File: config.mk
export PLATFORM = sky130hd
export DESIGN_NAME = mjpeg_multipart_deframer
export DESIGN_NICKNAME = d
export VERILOG_FILES = /design/src/rtl/mmd_pkg.sv /design/src/rtl/mmd_out_buffer.sv /design/src/rtl/mjpeg_multipart_deframer.sv
export SDC_FILE = /design/constraint.sdc
export NUM_CORES = 1
export LEC_CHECK = 0
export BUFFER_PORTS_ARGS = -buffer_cell sky130_fd_sc_hd__buf_4
export CORE_ASPECT_RATIO = 2
export CORE_UTILIZATION = 60
export CTS_CLUSTER_DIAMETER = 120
export DETAILED_ROUTE_END_ITERATION = 12
export PLACE_DENSITY = 0.79
export SLEW_MARGIN = 0
export SYNTH_ARGS = -nofsm -noshare
export SYNTH_HDL_FRONTEND = slang
export SYNTH_SLANG_ARGS = --single-unit
File: constraint.sdc
create_clock -name clk -period 11.4 [get_ports clk]
set_clock_uncertainty 0.1 [all_clocks]
set_input_delay 1.14 -clock clk [delete_from_list [all_inputs] [get_ports clk]]
set_output_delay 1.14 -clock clk [all_outputs]
set_load 0.02 [all_outputs]
File: src/rtl/mmd_pkg.sv
// ============================================================================
// mmd_pkg: shared types, constants and pattern helpers for the deframer
// Holds the result beat layout, result and error codes, the fixed header
// patterns and the per-byte step functions of the two substring searches.
// ============================================================================
`default_nettype none

package mmd_pkg;

    localparam int LENGTH_BITS = 24;
    localparam int COUNT_BITS  = 16;

    localparam int BND_LEN  = 10;
    localparam int TYPE_LEN = 24;
    localparam int PFX_LEN  = 16;

    localparam logic [8*BND_LEN-1:0]  BND_PAT  = "--boundary";
    localparam logic [8*TYPE_LEN-1:0] TYPE_PAT = "Content-Type: image/jpeg";
    localparam logic [8*PFX_LEN-1:0]  PFX_PAT  = "Content-Length: ";

    // Match positions used by the length line: prefix done, and value over limit.
    localparam logic [4:0] LEN_PREFIX = 5'd16;
    localparam logic [4:0] LEN_OVER   = 5'd17;

    localparam logic [7:0] CHAR_CR = 8'h0D;
    localparam logic [7:0] CHAR_LF = 8'h0A;

    typedef enum logic [1:0] {
        KIND_BYTE  = 2'd0,
        KIND_EMPTY = 2'd1,
        KIND_ERROR = 2'd2
    } kind_t;

    typedef enum logic [2:0] {
        ERR_NONE      = 3'd0,
        ERR_BOUNDARY  = 3'd1,
        ERR_TYPE      = 3'd2,
        ERR_SYNTAX    = 3'd3,
        ERR_OVER      = 3'd4,
        ERR_SEPARATOR = 3'd5
    } err_t;

    typedef struct packed {
        kind_t                 kind;
        err_t                  code;
        logic [7:0]            data;
        logic                  last;
        logic [COUNT_BITS-1:0] index;
    } res_t;

    function automatic logic [7:0] bnd_char(logic [4:0] pos);
        int idx;
        idx = BND_LEN - 1 - int'(pos);
        return BND_PAT[8*idx +: 8];
    endfunction

    function automatic logic [7:0] type_char(logic [4:0] pos);
        int idx;
        idx = TYPE_LEN - 1 - int'(pos);
        return TYPE_PAT[8*idx +: 8];
    endfunction

    function automatic logic [7:0] pfx_char(logic [4:0] pos);
        int idx;
        idx = PFX_LEN - 1 - int'(pos);
        return PFX_PAT[8*idx +: 8];
    endfunction

    // Search step for "--boundary". The only self-overlap is the leading
    // dash pair, so a mismatch falls back to one or two dashes or to zero.
    function automatic logic [4:0] bnd_step(logic [4:0] pos, logic [7:0] c);
        logic [4:0] r;
        if (pos < 5'(BND_LEN) && c == bnd_char(pos))
        begin
            r = pos + 5'd1;
        end
        else if (c == "-")
        begin
            r = (pos == 5'd2) ? 5'd2 : 5'd1;
        end
        else
        begin
            r = 5'd0;
        end
        return r;
    endfunction

    // Search step for the type line. The capital C appears only at the start.
    function automatic logic [4:0] type_step(logic [4:0] pos, logic [7:0] c);
        logic [4:0] r;
        if (pos < 5'(TYPE_LEN) && c == type_char(pos))
        begin
            r = pos + 5'd1;
        end
        else if (c == "C")
        begin
            r = 5'd1;
        end
        else
        begin
            r = 5'd0;
        end
        return r;
    endfunction

endpackage

`default_nettype wire

File: src/rtl/mmd_out_buffer.sv
// ============================================================================
// mmd_out_buffer: two-entry result buffer
// An output register backed by a skid register, so the parser keeps taking
// bytes for one more beat while the downstream side stalls.
// ============================================================================
`default_nettype none

module mmd_out_buffer
    import mmd_pkg::*;
(
    input  wire logic clk,
    input  wire logic rst_n,
    input  wire logic push,
    input  wire res_t push_res,
    output logic      space,
    output logic      out_valid,
    input  wire logic out_ready,
    output res_t      out_res
);

    logic out_valid_reg;
    logic skid_valid_reg;
    res_t out_res_reg;
    res_t skid_res_reg;

    assign space     = !skid_valid_reg;
    assign out_valid = out_valid_reg;
    assign out_res   = out_res_reg;

    always_ff @(posedge clk or negedge rst_n)
    begin
        if (!rst_n)
        begin
            out_valid_reg  <= 1'b0;
            skid_valid_reg <= 1'b0;
        end
        else if (!out_valid_reg || out_ready)
        begin
            // The output slot frees up: the oldest held beat moves forward.
            if (skid_valid_reg)
            begin
                out_valid_reg  <= 1'b1;
                out_res_reg    <= skid_res_reg;
                skid_valid_reg <= push;
                skid_res_reg   <= push_res;
            end
            else
            begin
                out_valid_reg <= push;
                out_res_reg   <= push_res;
            end
        end
        else if (push)
        begin
            skid_valid_reg <= 1'b1;
            skid_res_reg   <= push_res;
        end
    end

endmodule

`default_nettype wire

File: src/rtl/mjpeg_multipart_deframer.sv
// ============================================================================
// mjpeg_multipart_deframer: multipart MJPEG stream deframer
// Parses boundary, content type, content length and separator lines of a
// multipart camera stream and passes the image payload through byte by byte.
// ============================================================================
// A result beat is registered in the output buffer before it reaches the
// master side. Throughput: one byte per cycle while the buffer has space; a
// two-entry output buffer lets one more byte in while the master side stalls.
// Reset (rst_n low, asynchronous) returns the parser to waiting for a boundary
// line, clears the image count and loads a content length limit of 1048576
// bytes.
`default_nettype none

module mjpeg_multipart_deframer
    import mmd_pkg::*;
(
    input  wire logic                   clk,
    input  wire logic                   rst_n,
    // Configuration: largest accepted content length.
    input  wire logic                   cfg_we,
    input  wire logic [LENGTH_BITS-1:0] cfg_wdata,
    // Slave side. tdata: in_byte[7:0].
    input  wire logic                   s_tvalid,
    output logic                        s_tready,
    input  wire logic [7:0]             s_tdata,
    // Master side. tdata: error_code[2:0], image_byte[10:3], image_index[26:11],
    // zero fill [31:27]. tuser: result_kind[1:0]. tlast: last_of_image.
    output logic                        m_tvalid,
    input  wire logic                   m_tready,
    output logic [31:0]                 m_tdata,
    output logic [1:0]                  m_tuser,
    output logic                        m_tlast
);

    localparam logic [LENGTH_BITS-1:0] MAX_RESET = LENGTH_BITS'(1048576);

    typedef enum logic [2:0] {
        PH_BOUNDARY = 3'd0,
        PH_TYPE     = 3'd1,
        PH_LENGTH   = 3'd2,
        PH_SEP      = 3'd3,
        PH_IMAGE    = 3'd4,
        PH_RESYNC   = 3'd5
    } phase_t;

    // Per-line parse state. In the length line, pos walks the prefix and then
    // marks whether the value went over the limit; matched flags a syntax
    // fault there and a found pattern in the other lines.
    typedef struct packed {
        logic [4:0]             pos;
        logic                   matched;
        logic                   has_bytes;
        logic [LENGTH_BITS-1:0] value;
    } line_t;

    logic [LENGTH_BITS-1:0] max_bytes_reg;
    phase_t                 phase_reg, phase_next;
    line_t                  line_reg, line_next;
    logic                   cr_seen_reg, cr_seen_next;
    logic [LENGTH_BITS-1:0] left_reg, left_next;
    logic [COUNT_BITS-1:0]  done_reg, done_next;

    logic accept;
    logic push;
    res_t push_res;
    res_t out_res;
    line_t fed_cr;
    line_t fed_byte;

    // One byte of line content through the parser of the current line.
    function automatic line_t feed(phase_t ph, line_t s, logic [7:0] c,
                                   logic [LENGTH_BITS-1:0] limit);
        line_t r;
        logic [4:0] p;
        logic [LENGTH_BITS+3:0] v;
        r = s;
        v = ({4'd0, s.value} << 3) + ({4'd0, s.value} << 1)
            + (LENGTH_BITS+4)'(c[3:0]);
        unique case (ph)
            PH_TYPE:
            begin
                if (!s.matched)
                begin
                    p = (s.pos >= 5'(TYPE_LEN)) ? 5'd0 : s.pos;
                    r.pos = type_step(p, c);
                    if (r.pos >= 5'(TYPE_LEN))
                    begin
                        r.matched = 1'b1;
                    end
                end
            end
            PH_LENGTH:
            begin
                if (!s.matched)
                begin
                    if (s.pos < LEN_PREFIX)
                    begin
                        if (pfx_char(s.pos) == c)
                        begin
                            r.pos = s.pos + 5'd1;
                        end
                        else
                        begin
                            r.matched = 1'b1;
                        end
                    end
                    else if (c < "0" || c > "9")
                    begin
                        r.matched = 1'b1;
                    end
                    else
                    begin
                        r.has_bytes = 1'b1;
                        // Accumulation stops at the first digit over the limit.
                        if (s.pos == LEN_PREFIX)
                        begin
                            if (v > {4'd0, limit})
                            begin
                                r.pos = LEN_OVER;
                            end
                            else
                            begin
                                r.value = v[LENGTH_BITS-1:0];
                            end
                        end
                    end
                end
            end
            PH_SEP:
            begin
                r.has_bytes = 1'b1;
            end
            default:
            begin
                // Boundary and resync lines both search for the boundary marker.
                if (!s.matched)
                begin
                    p = (s.pos >= 5'(BND_LEN)) ? 5'd0 : s.pos;
                    r.pos = bnd_step(p, c);
                    if (r.pos >= 5'(BND_LEN))
                    begin
                        r.matched = 1'b1;
                    end
                end
            end
        endcase
        return r;
    endfunction

    assign accept = s_tvalid && s_tready;

    // A held CR that is not followed by LF is line content, and so may be the
    // byte after it: both go through the parser in the same cycle.
    assign fed_cr   = feed(phase_reg, line_reg, CHAR_CR, max_bytes_reg);
    assign fed_byte = feed(phase_reg, cr_seen_reg ? fed_cr : line_reg, s_tdata,
                           max_bytes_reg);

    always_comb
    begin
        phase_next   = phase_reg;
        line_next    = line_reg;
        cr_seen_next = cr_seen_reg;
        left_next    = left_reg;
        done_next    = done_reg;
        push         = 1'b0;
        push_res     = '{kind: KIND_ERROR, code: ERR_NONE, data: 8'd0, last: 1'b0,
                         index: done_reg};

        if (accept)
        begin
            if (phase_reg == PH_IMAGE)
            begin
                // Payload bytes pass through untouched, CR and LF included.
                push          = 1'b1;
                push_res.kind = KIND_BYTE;
                push_res.data = s_tdata;
                push_res.last = (left_reg <= LENGTH_BITS'(1));
                if (left_reg <= LENGTH_BITS'(1))
                begin
                    left_next         = '0;
                    done_next         = done_reg + COUNT_BITS'(1);
                    phase_next        = PH_BOUNDARY;
                    line_next.pos       = 5'd0;
                    line_next.matched   = 1'b0;
                    line_next.has_bytes = 1'b0;
                    cr_seen_next      = 1'b0;
                end
                else
                begin
                    left_next = left_reg - LENGTH_BITS'(1);
                end
            end
            else if (cr_seen_reg && s_tdata == CHAR_LF)
            begin
                // End of line: judge the line just parsed.
                cr_seen_next        = 1'b0;
                line_next.pos       = 5'd0;
                line_next.matched   = 1'b0;
                line_next.has_bytes = 1'b0;
                unique case (phase_reg)
                    PH_BOUNDARY:
                    begin
                        if (line_reg.matched)
                        begin
                            phase_next = PH_TYPE;
                        end
                        else
                        begin
                            push          = 1'b1;
                            push_res.code = ERR_BOUNDARY;
                            phase_next    = PH_RESYNC;
                        end
                    end
                    PH_TYPE:
                    begin
                        if (line_reg.matched)
                        begin
                            phase_next = PH_LENGTH;
                        end
                        else
                        begin
                            push          = 1'b1;
                            push_res.code = ERR_TYPE;
                            phase_next    = PH_RESYNC;
                        end
                    end
                    PH_LENGTH:
                    begin
                        // Syntax faults win over the limit check.
                        if (line_reg.matched || !line_reg.has_bytes)
                        begin
                            push          = 1'b1;
                            push_res.code = ERR_SYNTAX;
                            phase_next    = PH_RESYNC;
                        end
                        else if (line_reg.pos == LEN_OVER)
                        begin
                            push          = 1'b1;
                            push_res.code = ERR_OVER;
                            phase_next    = PH_RESYNC;
                        end
                        else
                        begin
                            left_next  = line_reg.value;
                            phase_next = PH_SEP;
                        end
                        line_next.value = '0;
                    end
                    PH_SEP:
                    begin
                        if (line_reg.has_bytes)
                        begin
                            push          = 1'b1;
                            push_res.code = ERR_SEPARATOR;
                            phase_next    = PH_RESYNC;
                        end
                        else if (left_reg == '0)
                        begin
                            // A zero length closes an empty image right here.
                            push          = 1'b1;
                            push_res.kind = KIND_EMPTY;
                            done_next     = done_reg + COUNT_BITS'(1);
                            phase_next    = PH_BOUNDARY;
                        end
                        else
                        begin
                            phase_next = PH_IMAGE;
                        end
                    end
                    default:
                    begin
                        phase_next = line_reg.matched ? PH_TYPE : PH_RESYNC;
                    end
                endcase
            end
            else if (cr_seen_reg)
            begin
                // A second CR stays held as a possible line end.
                if (s_tdata == CHAR_CR)
                begin
                    line_next = fed_cr;
                end
                else
                begin
                    line_next    = fed_byte;
                    cr_seen_next = 1'b0;
                end
            end
            else if (s_tdata == CHAR_CR)
            begin
                cr_seen_next = 1'b1;
            end
            else
            begin
                line_next = fed_byte;
            end
        end
    end

    always_ff @(posedge clk or negedge rst_n)
    begin
        if (!rst_n)
        begin
            max_bytes_reg <= MAX_RESET;
            phase_reg     <= PH_BOUNDARY;
            line_reg      <= '0;
            cr_seen_reg   <= 1'b0;
            left_reg      <= '0;
            done_reg      <= '0;
        end
        else
        begin
            if (cfg_we)
            begin
                max_bytes_reg <= cfg_wdata;
            end
            phase_reg   <= phase_next;
            line_reg    <= line_next;
            cr_seen_reg <= cr_seen_next;
            left_reg    <= left_next;
            done_reg    <= done_next;
        end
    end

    mmd_out_buffer u_out_buffer (
        .clk       (clk),
        .rst_n     (rst_n),
        .push      (push),
        .push_res  (push_res),
        .space     (s_tready),
        .out_valid (m_tvalid),
        .out_ready (m_tready),
        .out_res   (out_res)
    );

    assign m_tdata = {5'd0, out_res.index, out_res.data, out_res.code};
    assign m_tuser = out_res.kind;
    assign m_tlast = out_res.last;

endmodule

`default_nettype wire
=== Word-level counts from Yosys, hierarchy flattened ===
Index checks and enable logic that the tools add are counted.

* $add $sub $neg: 16
* $lt $le $gt $ge: 18
* Equal/unequal tests: 25
* Shift operators: 6
* Muxes and demuxes: 114
* Bitwise operators: 1
* Reductions and logical operators: 29

{| class="wikitable"
|+ Operator list
! cell !! count
|-
| 192-bit by 9-bit indexed part select with 8-bit output, first input constant || 2
|-
| 24-bit 2-to-1 mux || 11
|-
| 128-bit by 9-bit indexed part select with 8-bit output, first input constant || 2
|-
| 31-bit 2-to-1 mux || 7
|-
| 80-bit by 9-bit indexed part select with 8-bit output, first input constant || 2
|-
| 30-bit 2-to-1 mux || 4
|-
| 5-bit 2-to-1 mux || 22
|-
| 16-bit 2-to-1 mux || 6
|-
| 25-bit 2-to-1 mux || 2
|-
| 3-bit 2-to-1 mux || 13
|-
| 6-bit 2-to-1 mux || 6
|-
| 6-bit one-hot mux with 3 select lines || 2
|-
| 5-bit by 1-bit adder with 5-bit output, second input constant || 6
|-
| 27-bit by 25-bit adder with 28-bit output || 1
|-
| 28-bit by 4-bit adder with 28-bit output || 1
|-
| 28-bit by 24-bit greater-than comparator with 1-bit output || 1
|-
| 1-bit 2-to-1 mux || 25
|-
| 8-bit by 4-bit equality test with 1-bit output, second input constant || 3
|-
| 8-bit equality test || 3
|-
| 24-bit by 1-bit less-or-equal comparator with 1-bit output, second input constant || 1
|-
| 24-bit zero test || 1
|-
| 24-bit by 1-bit subtractor with 24-bit output, second input constant || 1
|-
| 4-bit by 5-bit subtractor with 6-bit output, first input constant || 4
|-
| 5-bit by 4-bit greater-or-equal comparator with 1-bit output, second input constant || 4
|-
| 40 further kinds || 79
|}

* Register bits: 161
* Output and inout bits: 37
* Logic and storage cells: 230

=== Logic depth before layout (Yosys ltp) ===
* Word-level depth: 31
* Gate-level depth with buffers: 23
* Gate-level depth less buffers: 21

=== Hierarchy ===
A second synthesis with hierarchy kept.

* Cell total of the unflattened synthesis: 1,203
* Area total of the unflattened synthesis: 11,257.0 um^2

{| class="wikitable"
|+ Modules (own cells, without submodules)
! module !! times used !! cells each !! area an instance (um^2)
|-
| mjpeg_multipart_deframer || 1 || 1,100 || 8,866.0
|-
| mmd_out_buffer || 1 || 103 || 2,391.0
|}

=== Least setup slack after synthesis ===
OpenSTA, ideal clock, no wires.

* Kind: in2reg
* From: in s_tdata[3]
* To: reg line_reg[13] (netlist name)
* Setup time: 0.128 ns
* Data arrival time: 5.673 ns
* Data required time: 11.172 ns
* Slack: 5.499 ns
* Stages: 20
* Path buffers: 0
* Cell sequence: fa_1 > inv_1 > fa_1 > nor2b_1 > o31a_1 > nor4_1 > o41ai_1 > a21oi_1 > o21ai_0 > xor2_1 > ha_1 > nand4_1 > nor2_1 > a221oi_1 > o21ai_0 > a21oi_1 > o2111ai_1 > nor4_4 > nand2_1 > mux2_1

* Cells in the longest elaborated chain, start to end: 11
* Elaborated cells between the ends (all ways): 21

{| class="wikitable"
|+ RTL lines
! element !! line !! source
|-
| from (decl) || mjpeg_multipart_deframer.sv:25 || <nowiki>input wire logic [7:0] s_tdata,</nowiki>
|-
| 28-bit by 4-bit adder with 28-bit output || mjpeg_multipart_deframer.sv:78 || <nowiki>+ (LENGTH_BITS+4)'(c[3:0]);</nowiki>
|-
| 28-bit by 24-bit greater-than comparator with 1-bit output || mjpeg_multipart_deframer.sv:117 || <nowiki>if (v > {4'd0, limit})</nowiki>
|-
| 24-bit 2-to-1 mux || mjpeg_multipart_deframer.sv:117 ||
|-
| 24-bit 2-to-1 mux || mjpeg_multipart_deframer.sv:115 || <nowiki>if (s.pos == LEN_PREFIX)</nowiki>
|-
| 25-bit 2-to-1 mux || mjpeg_multipart_deframer.sv:107 || <nowiki>else if (c < "0" || c > "9")</nowiki>
|-
| 25-bit 2-to-1 mux || mjpeg_multipart_deframer.sv:96 || <nowiki>if (s.pos < LEN_PREFIX)</nowiki>
|-
| 31-bit 2-to-1 mux || mjpeg_multipart_deframer.sv:94 || <nowiki>if (!s.matched)</nowiki>
|-
| 24-bit 2-to-1 mux || mjpeg_multipart_deframer.sv:79 || <nowiki>unique case (ph)</nowiki>
|-
| 31-bit 2-to-1 mux (on tied branches) || mjpeg_multipart_deframer.sv:289, mjpeg_multipart_deframer.sv:279 ||
|-
| 31-bit 2-to-1 mux || mjpeg_multipart_deframer.sv:276 || <nowiki>else if (cr_seen_reg)</nowiki>
|-
| 31-bit 2-to-1 mux || mjpeg_multipart_deframer.sv:193 || <nowiki>else if (cr_seen_reg && s_tdata == CHAR_LF)</nowiki>
|-
| to (signal assigned) || mjpeg_multipart_deframer.sv:318 || <nowiki>line_reg <= line_next;</nowiki>
|-
| to (decl) || mjpeg_multipart_deframer.sv:58 || <nowiki>line_t line_reg, line_next;</nowiki>
|}

Several ways; a longest one is shown, not always the timed one. The select of a mux whose other input is x is not followed.
A chain may end at the register's enable or synchronous reset.

=== Worst setup path in the final report ===
* From: in s_tdata[3]
* To: reg line_reg[22] (netlist name)

Same word-level chain as after synthesis.

==> flow_summary_export.csv <==
group,metric,value,unit
power,p_int,1.267,mW
power,sequentialPowerShare,0.329,
critical_path,crit_arrival,6.68,ns
timing,setup-tns-final,0,ns
global_route,grt_pass1_wl,51.12,mm
routing,totalWireLength,32.14,mm
clock_tree,clk_path_buf_depth,2,
clock_tree,ctsHoldBuffers,0,
synth,async_flop_share,0.6273,
timing,max_slew_margin,0.2148,
global_route,antenna_found_initial,0,
power,switching_share,0.4226,
critical_path,reg2reg_from,"line_reg[0]$_DFFE_PN0P_",
critical_path,worstSetupEndpointType,"register",
layout,antenna_cells,0,
die,start_util,0.6183,
place,port_buffers,68,
power,switchingPower,927.7,uW
routing,drtIter0Drc,724,
routing,vias,10290,
power,ir_drop,0.0001060,V
global_route,track_usage,0.3403,
timing,post-route-min-period,6.484,ns
layout,fin_nets,1422,
power,combPwrFrac,0.412,
clock_tree,cts_tree,"yes",
synth,netlist_instances,1275,
synth,ys_seq_elements,161,
global_route,grt_max_degree,71,
synth,yosysTopAreaCellShare,0.2200,
timing,tightest_slew,1.178,ns
die,ios,74,
run,maxCapViolCount,0,
layout,drive_gt1_frac,0.1205,
layout,final_common_cell,"nand2_1",
layout,mostFrequentLayoutCells,"nand2_1 (115), o21ai_0 (102), dfrtp_1 (100), nor2_1 (92), ha_1 (85)",
clock_tree,ctsHtreeMaxLevel,4,
critical_path,critical_path_required,11.60,ns
synth,synth_flop_cell,"dfrtp_1",
timing,drv_slew,0,
place,gp_congestion,0.9983,
die,die_h,196.7,microns
clock_tree,cts_root_buffer,"clkbuf_16",
synth,synth_area,11370,sq um
critical_path,crit_start,"s_tdata[3]",
die,core-area,18390,sq um
synth,synth_edf_count,60,
critical_path,crit_type,"in2reg",
layout,syn2layout_area_growth,10.09,%
critical_path,worstPathMaxFanout,19,
critical_path,critPathLaunchType,"input pin",
synth,syn_avg_cell_area,8.919,sq um
routing,wl_per_cell,21.05,microns
clock_tree,cts_buffers,17,
clock_tree,cts_resized,0,
synth,yosysWarnings,0,
synth,yosysTopAreaCell,"dfrtp_1",
routing,detail-route-antenna-nets,0,
synth,synth_cell_types,87,
place,post-dp-hpwl,23.78,mm
clock_tree,cts_setup_buffers,0,
hold_path,hold_path_startpoint,"done_reg[15]$_DFFE_PN0P_",
die,rows,70,
timing,rsz0062_at_grt,"no",
timing,setup_viol,0,
clock_tree,clock_latency,0.44,ns
critical_path,r2r_slack,5.30,ns
routing,drc,0,
synth,synthTopCellsByArea,"dfrtp_1 (22%), edfxtp_1 (16%), ha_1 (9.4%), o21ai_0 (4.5%), nand2_1 (3.8%)",
hold_path,hold_class,"reg2reg",
clock_tree,cts.clk_slew.worst_paths,0.07,ns
power,p_per_area,175.3,nW/um^2
synth,ys_seq_area_frac,0.3808,
global_route,grt.overflow.total,0,
layout,largest_register_ffs,31,
clock_tree,clock_sinks,161,
status,status,"completed",
die,die-area,19540,sq um
timing,holdWs,0.3946,ns
power,leakagePower,5.683,nW
timing,fmax,154.2,MHz
global_route,grt_pass1_vias,10254,
timing,hold_viol,0,
layout,stdcell_count,1527,
die,die_x,99.35,microns
timing,fin_crit_sh,0.5688,
routing,via_per_inst,6.739,
place,dp.cells,1495,
power,power_frac_clock,0.259,
routing,dr.pass1.iters,5,
-- Yosys cell counts, drive strengths merged (5+ instances only) --
library cell	count
mux2	25
o21a	15
mux2i	10
o22ai	5
nor3b	6
a31oi	15
nor2b	15
buf	23
a21o	26
edfxtp	60
a21boi	6
nor2	92
o21ai	129
xor2	13
clkbuf	57
dfrtp	100
a21oi	83
a22oi	12
nand4	18
and3	17
nor3	41
nand2	115
ha	85
o2111ai	8
nand3	43
and2	14
a211oi	9
o211ai	9
or2	6
a32oi	6
inv	56
xnor2	40
nand2b	17
a221oi	8
or3	5
nand3b	5
a311oi	5
nor4	12
-- cell type report --
type / instances / area, sq um
clock inverter: 15 / 162.7
timing repair buffer: 80 / 600.6
inverter: 56 / 210.2
tap: 216 / 270.3
clock buffer: 17 / 425.4
sequential: 161 / 4330
fill: 1473 / 5873
multi-input combinational: 982 / 6520
-- final timing paths --
kind / end / depth (start not counted)
min: done_reg[15]$_DFFE_PN0P_ / 1
max: line_reg[22]$_DFFE_PN0P_ / 22
max reg2reg: line_reg[22]$_DFFE_PN0P_ / 21
min reg2reg: done_reg[15]$_DFFE_PN0P_ / 1
min in group asynchronous: left_reg[18]$_DFFE_PN0P_ / 1
max in group asynchronous: max_bytes_reg[23]$_DFFE_PN0P_ / 2
-- logic make-up (layout without fill, tap and decap cells) --
| family | count (synthesis) | after routing | share of synthesized area |
|---|---|---|---|
| flip-flops | 161 | 161 | 0.3808 |
| adder cells (fa/ha/maj) | 87 | 87 | 0.09704 |
| buffers and inverters | 136 | 168 | 0.04929 |
| XOR/XNOR | 53 | 53 | 0.04082 |
| other | 1 | 5 | 0.0003298 |
| multiplexers | 35 | 35 | 0.03389 |
| AND/OR/NAND/NOR | 420 | 420 | 0.1827 |
| AO/OA/AOI/OAI | 382 | 382 | 0.2151 |
-- metrics by stage --
step / power (mW) / setup slack, ns / utilization / instance area [sq um]
6_report: 2.195 / 4.916 / 0.6807 / 12520
5_1_grt: 2.304 / 4.561 / 0.6807 / 12520
4_1_cts: 2.176 / 5.046 / 0.6807 / 12520
3_3_place_gp: 1.594 / 4.746 / 0.6487 / 11930
2_1_floorplan: 1.383 / 5.499 / - / 11390
3_5_place_dp: 1.605 / 4.598 / 0.6487 / 11930
-- power groups by stage --
stage / clock, mW / sequential (mW) / combinational (mW)
6_report: 0.568 / 0.723 / 0.904
4_1_cts: 0.576 / 0.720 / 0.880
5_1_grt: 0.595 / 0.730 / 0.979
2_1_floorplan: 0 / 0.712 / 0.670
3_3_place_gp: 0 / 0.730 / 0.864
3_5_place_dp: 0 / 0.732 / 0.873
-- critical path: stages --
cell and delay (ns):
buf_4 0.16, fa_1 0.58, inv_1 0.07, fa_1 0.46, nor2b_1 0.17, o31a_1 0.20
nor4_1 0.08, o41ai_1 0.73, a21oi_1 0.25, o21ai_0 0.27, xor2_1 0.23, ha_1 0.30
nand4_1 0.14, nor2_1 0.06, a221oi_1 0.24, o21ai_0 0.13, a21oi_1 0.13, o2111ai_1 0.17
nor4_4 0.17, buf_4 0.28, and2_1 0.54, o21ai_1 0.17
-- layer usage --
metal / track usage / part of all wire / wire, microns
met2: 0.6250 / 0.53 / 17120
met3: 0.04113 / 0.044 / 1430
met1: 0.3330 / 0.34 / 10800
met5: 0 / 0 / 0
met4: 0.2838 / 0.087 / 2796
Power figures use the tool's default switching activity.
